--- config.mk ---
export PLATFORM = sky130hd
export DESIGN_NAME = earliest_free_worker_dispatch
export DESIGN_NICKNAME = d
export VERILOG_FILES = /design/src/rtl/core/efwd_pkg.sv /design/src/rtl/core/efwd_cell.sv /design/src/rtl/core/earliest_free_worker_dispatch.sv
export SDC_FILE = /design/constraint.sdc
export NUM_CORES = 2
export LEC_CHECK = 0
export BUFFER_PORTS_ARGS = -buffer_cell sky130_fd_sc_hd__buf_2
export CAP_MARGIN = 40
export CORE_MARGIN = 1.5
export CORE_UTILIZATION = 65
export DETAILED_ROUTE_END_ITERATION = 12
export PLACE_DENSITY_LB_ADDON = 0.2
export SKIP_CTS_REPAIR_TIMING = 1
export SYNTH_ARGS = -nofsm -noshare
export SYNTH_HDL_FRONTEND = slang
export SYNTH_SLANG_ARGS = --single-unit
export TNS_END_PERCENT = 5
--- constraint.sdc ---
create_clock -name clk -period 16.12 [get_ports clk]
set_clock_uncertainty 0.1 [all_clocks]
set_input_delay 3.224 -clock clk [delete_from_list [all_inputs] [get_ports clk]]
set_output_delay 3.224 -clock clk [all_outputs]
set_load 0.05 [all_outputs]
--- src/rtl/core/efwd_pkg.sv ---
// ----------------------------------------------------------------------------
// efwd_pkg
// Shared types and constants for the earliest free worker dispatcher.
// ----------------------------------------------------------------------------
`default_nettype none

package efwd_pkg;

  localparam int WORKERS  = 16;
  localparam int TIME_W   = 48;
  localparam int DUR_W    = 32;
  localparam int CNT_W    = 5;
  localparam int WORKER_W = 4;
  localparam int IDX_W    = (WORKERS > 1) ? $clog2(WORKERS) : 1;

  localparam logic [TIME_W-1:0] TIME_MAX   = {TIME_W{1'b1}};
  localparam logic [CNT_W-1:0]  CNT_RESET  = CNT_W'(16);

  // search token handed from cell to cell
  typedef struct packed {
    logic              valid;
    logic              have;
    logic [TIME_W-1:0] best_time;
    logic [IDX_W-1:0]  best_idx;
  } srch_t;

  // free time write-back to the chosen cell
  typedef struct packed {
    logic              valid;
    logic [IDX_W-1:0]  idx;
    logic [TIME_W-1:0] free_time;
  } upd_t;

  // worker zero always takes part, others only below the programmed count
  function automatic logic worker_active(input logic [CNT_W-1:0] cnt,
                                         input int unsigned idx);
    return (idx == 0) || (32'(cnt) > idx);
  endfunction

endpackage

`default_nettype wire

--- src/rtl/core/efwd_cell.sv ---
// ----------------------------------------------------------------------------
// efwd_cell
// One worker: holds its free time and folds it into the passing search token.
// ----------------------------------------------------------------------------
`default_nettype none

module efwd_cell import efwd_pkg::*; (
  input  wire logic             clk,
  input  wire logic             rst_n,
  input  wire logic [IDX_W-1:0] cell_idx,
  input  wire logic             active,
  input  wire srch_t            srch_in,
  input  wire upd_t             upd,
  output srch_t                 srch_out
);

  logic [TIME_W-1:0] free_time_r;
  srch_t             srch_r;
  srch_t             srch_nxt;
  logic              take;

  // strict less-than keeps ties on the lower index
  always_comb begin
    take     = active && (!srch_in.have || (free_time_r < srch_in.best_time));
    srch_nxt = srch_in;
    if (take) begin
      srch_nxt.have      = 1'b1;
      srch_nxt.best_time = free_time_r;
      srch_nxt.best_idx  = cell_idx;
    end
  end

  always_ff @(posedge clk) begin
    if (!rst_n) begin
      free_time_r  <= '0;
      srch_r.valid <= 1'b0;
    end else begin
      srch_r.valid <= srch_nxt.valid;
      if (upd.valid && (upd.idx == cell_idx)) begin
        free_time_r <= upd.free_time;
      end
    end
    srch_r.have      <= srch_nxt.have;
    srch_r.best_time <= srch_nxt.best_time;
    srch_r.best_idx  <= srch_nxt.best_idx;
  end

  assign srch_out = srch_r;

endmodule

`default_nettype wire

--- src/rtl/core/earliest_free_worker_dispatch.sv ---
// ----------------------------------------------------------------------------
// earliest_free_worker_dispatch
// Assigns each job to the worker that is free earliest and reports its start.
// ----------------------------------------------------------------------------
//  channel | direction | handshake           | payload
//  in      | request   | in_valid / in_stall | in_duration[31:0]
//  out     | result    | out_valid/out_stall | out_worker[3:0], out_start_time[47:0]
//  cfg     | write     | cfg_we              | cfg_wdata[4:0] (worker count)
//
//  the search token walks the cell row one cell per cycle, through one register
//  per cell; as it leaves the last cell the chosen free time is written back and
//  the result is held in a pending register, then moved into the output register
//  a new request is taken while the previous result waits in the output register
//  reset is synchronous; all free times clear to zero, worker count to 16
// ----------------------------------------------------------------------------
`default_nettype none

module earliest_free_worker_dispatch import efwd_pkg::*; (
  input  wire logic                clk,
  input  wire logic                rst_n,
  input  wire logic                cfg_we,
  input  wire logic [CNT_W-1:0]    cfg_wdata,
  input  wire logic                in_valid,
  output logic                     in_stall,
  input  wire logic [DUR_W-1:0]    in_duration,
  output logic                     out_valid,
  input  wire logic                out_stall,
  output logic [WORKER_W-1:0]      out_worker,
  output logic [TIME_W-1:0]        out_start_time
);

  logic [CNT_W-1:0]    worker_count_r;
  logic                busy_r;
  logic                pend_valid_r;
  logic [IDX_W-1:0]    pend_idx_r;
  logic [TIME_W-1:0]   pend_start_r;
  logic [DUR_W-1:0]    dur_r;
  logic                out_valid_r;
  logic [WORKER_W-1:0] out_worker_r;
  logic [TIME_W-1:0]   out_start_r;

  srch_t               chain [WORKERS+1];
  upd_t                upd;
  logic                in_acc;
  logic                done;
  logic                out_load;
  logic [TIME_W:0]     sum;

  assign in_stall = busy_r || pend_valid_r;
  assign in_acc   = in_valid && !in_stall;
  assign done     = chain[WORKERS].valid;
  assign out_load = pend_valid_r && (!out_valid_r || !out_stall);

  // token enters the row with no candidate yet
  assign chain[0].valid     = in_acc;
  assign chain[0].have      = 1'b0;
  assign chain[0].best_time = TIME_MAX;
  assign chain[0].best_idx  = '0;

  for (genvar i = 0; i < WORKERS; i++) begin : g_cell
    efwd_cell u_cell (
      .clk      (clk),
      .rst_n    (rst_n),
      .cell_idx (IDX_W'(i)),
      .active   (worker_active(worker_count_r, i)),
      .srch_in  (chain[i]),
      .upd      (upd),
      .srch_out (chain[i+1])
    );
  end

  // saturating free time update
  always_comb begin
    sum           = {1'b0, chain[WORKERS].best_time} + (TIME_W+1)'(dur_r);
    upd.valid     = done;
    upd.idx       = chain[WORKERS].best_idx;
    upd.free_time = sum[TIME_W] ? TIME_MAX : sum[TIME_W-1:0];
  end

  always_ff @(posedge clk) begin
    if (!rst_n) begin
      worker_count_r <= CNT_RESET;
      busy_r         <= 1'b0;
      pend_valid_r   <= 1'b0;
      out_valid_r    <= 1'b0;
    end else begin
      if (cfg_we) begin
        worker_count_r <= cfg_wdata;
      end
      if (in_acc) begin
        busy_r <= 1'b1;
      end else if (done) begin
        busy_r <= 1'b0;
      end
      if (done) begin
        pend_valid_r <= 1'b1;
      end else if (out_load) begin
        pend_valid_r <= 1'b0;
      end
      if (out_load) begin
        out_valid_r <= 1'b1;
      end else if (!out_stall) begin
        out_valid_r <= 1'b0;
      end
    end
    if (in_acc) begin
      dur_r <= in_duration;
    end
    if (done) begin
      pend_idx_r   <= chain[WORKERS].best_idx;
      pend_start_r <= chain[WORKERS].best_time;
    end
    if (out_load) begin
      out_worker_r <= WORKER_W'(pend_idx_r);
      out_start_r  <= pend_start_r;
    end
  end

  assign out_valid      = out_valid_r;
  assign out_worker     = out_worker_r;
  assign out_start_time = out_start_r;

endmodule

`default_nettype wire

==> results.cfg <==
[outcome]
status = finished clean

[final_layout]
area_delta_synth_final_pct = 10.6
nets = 8521
layout_commonest_cell = dfxtp_1
drive_above_1_share_pct = 16.6
fin_area_mm2 = 0.0855
finalCoreUtilization_pct = 72.4
fin_cells = 9416
mostFrequentLayoutCells = dfxtp_1 (1608), inv_1 (740), ha_1 (737)
final.fill_count = 8406

[global_route]
overflow = 0
grt_start_max_net_pins = 182
grt_pass1_wl_um = 293000
antenna_found_initial = 1
grt.total_usage_pct = 29.6
grt_pass1_vias = 56900

[power]
ir_drop_uv = 98.4
p_per_area_mw_per_mm2 = 102
leakage_uw = 0.0352
fin_total_pwr_uw = 8750

[timing]
setup_viol = 0
post-route-min-period_ns = 5.84
fmax_mhz = 171
fin_crit_sh_pct = 36.2
tns_ns = 0
worstMarginPinSlew_ns = 1.22
hold_viol_final = 0
slew_viol_final = 0
rsz0062_at_grt = false
max_slew_margin_pct = 18.4

[clock_network]
clock_latency_ns = 0.80
cts_buffers = 174
cts_tree = yes
clock-sinks = 1745
path_clk_slew_ns = 0.06
root_buffer = clkbuf_16
clock_path_buffers = 3
h-tree-depth = 4

[placed_design]
gp_congestion = 0.904
dp.cells = 9101
dp.final_hpwl_um = 126000
dpl_cell_area_mm2 = 0.0794
port_buffers = 95

[floorplanning]
core-area_mm2 = 0.118
std_cell_rows = 126
die_height_um = 348
ioPinCount = 96
initial_core_util_pct = 65.5
fp.dieArea_mm2 = 0.121
die_width_um = 348

[synth]
synth-main-ff-cell = dfxtp_1
synth-seq-cells = 1745
syn_area_per_cell_um2 = 9.92
synth-seq-area-share_pct = 46.9
synth.net_count = 8575
syn-instance-count = 7795
synth_area_mm2 = 0.0773
ys_types = 72
synth_top_cell_area_share_pct = 41.6
synthArstFlopShare_pct = 0
synth_edf_count = 136
synth_top_area_cell = dfxtp_1
synthTopCellsByArea = dfxtp_1 (42%), ha_1 (12%), mux2_2 (9.7%)
ys.warnings.count = 0

[setup_path]
cp-start-kind = primary input
cp-end-kind = register
crit_arrival_ns = 6.45
critical_path_class = primary input to register
path_max_fanout = 108
r2r_slack_ns = 11.55
critPathRequiredTime_ns = 16.73

[route]
drt_iter0_drc = 3629
routedWlPerCell_um = 19.2
ant_nets = 0
post_drt_via_cell_ratio = 6.06
first_pass_iters = 6
vias = 57100
wl_um = 181000
drc = 0

[flow_run]
max-cap-violations = 0

[min_path]
min_path_type = register to register
where the power goes:
group	total (µW)	internal [µW]	switching [µW]
Combinational	140	31.8	108
Clock	4240	2570	1670
Sequential	4370	4370	5.75
Total	8750	6970	1780
synth_stat cells (10+ instances only):
master	instances
dfxtp_1	1609
nor3_1	60
o2bb2ai_1	10
nand4_1	158
o21bai_1	12
a21o_1	164
xnor2_1	14
a31oi_1	33
edfxtp_1	136
clkbuf_1	364
xor2_1	13
a211oi_1	280
nand2_1	203
o211ai_1	110
o21a_1	22
o31ai_1	24
a2111oi_0	20
a21oi_1	678
buf_2	72
and3_1	80
and2_1	30
o21ai_0	562
nor3b_1	19
nor2_1	422
nand3_1	202
nand2b_1	43
mux2_2	669
or3_1	42
o221a_2	50
inv_1	741
a221oi_1	14
and4_1	15
nor2b_1	33
nor4_1	18
or2_2	32
ha_1	737
metal layers:
layer / wire length [µm] / GRT usage (%) / up-vias
li1: - / - / 27700
met1: 77600 / 36.7 / 27300
met2: 86400 / 51.1 / 1658
met3: 9800 / 4.29 / 444
met4: 7400 / 13.3 / 2
met5: 52 / 0.320 / -
path summary, 6_finish.rpt:
kind	end	from	depth (start not counted)
hold reg to reg	g_cell[0].u_cell.srch_out[14]$_DFF_P_	g_cell[0].u_cell.free_time_r[10]$_SDFFE_PN0P_	0
setup / recovery	g_cell[11].u_cell.free_time_r[31]$_SDFFE_PN0P_	rst_n	6
setup reg to reg	g_cell[3].u_cell.free_time_r[45]$_SDFFE_PN0P_	dur_r[0]$_DFFE_PP_	11
hold / removal	g_cell[0].u_cell.srch_out[14]$_DFF_P_	g_cell[0].u_cell.free_time_r[10]$_SDFFE_PN0P_	0
state kept, by name, indices dropped and copies added (netlist names):
name and cells:
g_cell.u_cell.srch_out 833, pend_start_r 48, dur_r 32, pend_valid_r 1, out_start_time 48, pend_idx_r 4, out_valid 1, worker_count_r 5
busy_r 1, out_worker 4, g_cell.u_cell.free_time_r 768
critical path, cell delays in order:
cell and delay [ns]:
buf_8 0.38, buf_4 0.72, buf_4 0.78, buf_4 0.77, o21ai_0 0.28, a21oi_1 0.17
logic make-up (layout without fill, tap and decap cells):
kind of cell               count (synthesis)  count (layout)  synth area share, %
AOI/OAI and AO/OA                       2051            2051                 16.3
DFF                                     1745            1745                 46.9
and+or+nand+nor                         1371            1371                 8.77
buffers and inverters                   1183            1267                 5.86
adders and majority gates                738             738                 11.9
muxes                                    680             680                 9.89
xor gates and xnor gates                  27              27                0.306
other                                      0               1                    0
final cells by class:
cell class	count	area [µm²]	share of cell area [%]
antenna	1	2.50	0.00293
tap	1536	1920	2.25
sequential	1745	36300	42.4
clock buffer	265	5360	6.27
clock inverter	49	734	0.859
inverter	741	2790	3.26
multi-input combinational	4867	36900	43.2
timing repair buffer	212	1500	1.76
through the flow:
step,hold WS [ns],setup WS [ns]
global placement,0.228,9.47
CTS,0.236,10.33
detailed placement,0.231,9.50
floorplan,0.226,8.45
global route,0.252,10.02
finish,0.237,10.29
Note: power is estimated with default switching activity, not from simulation.
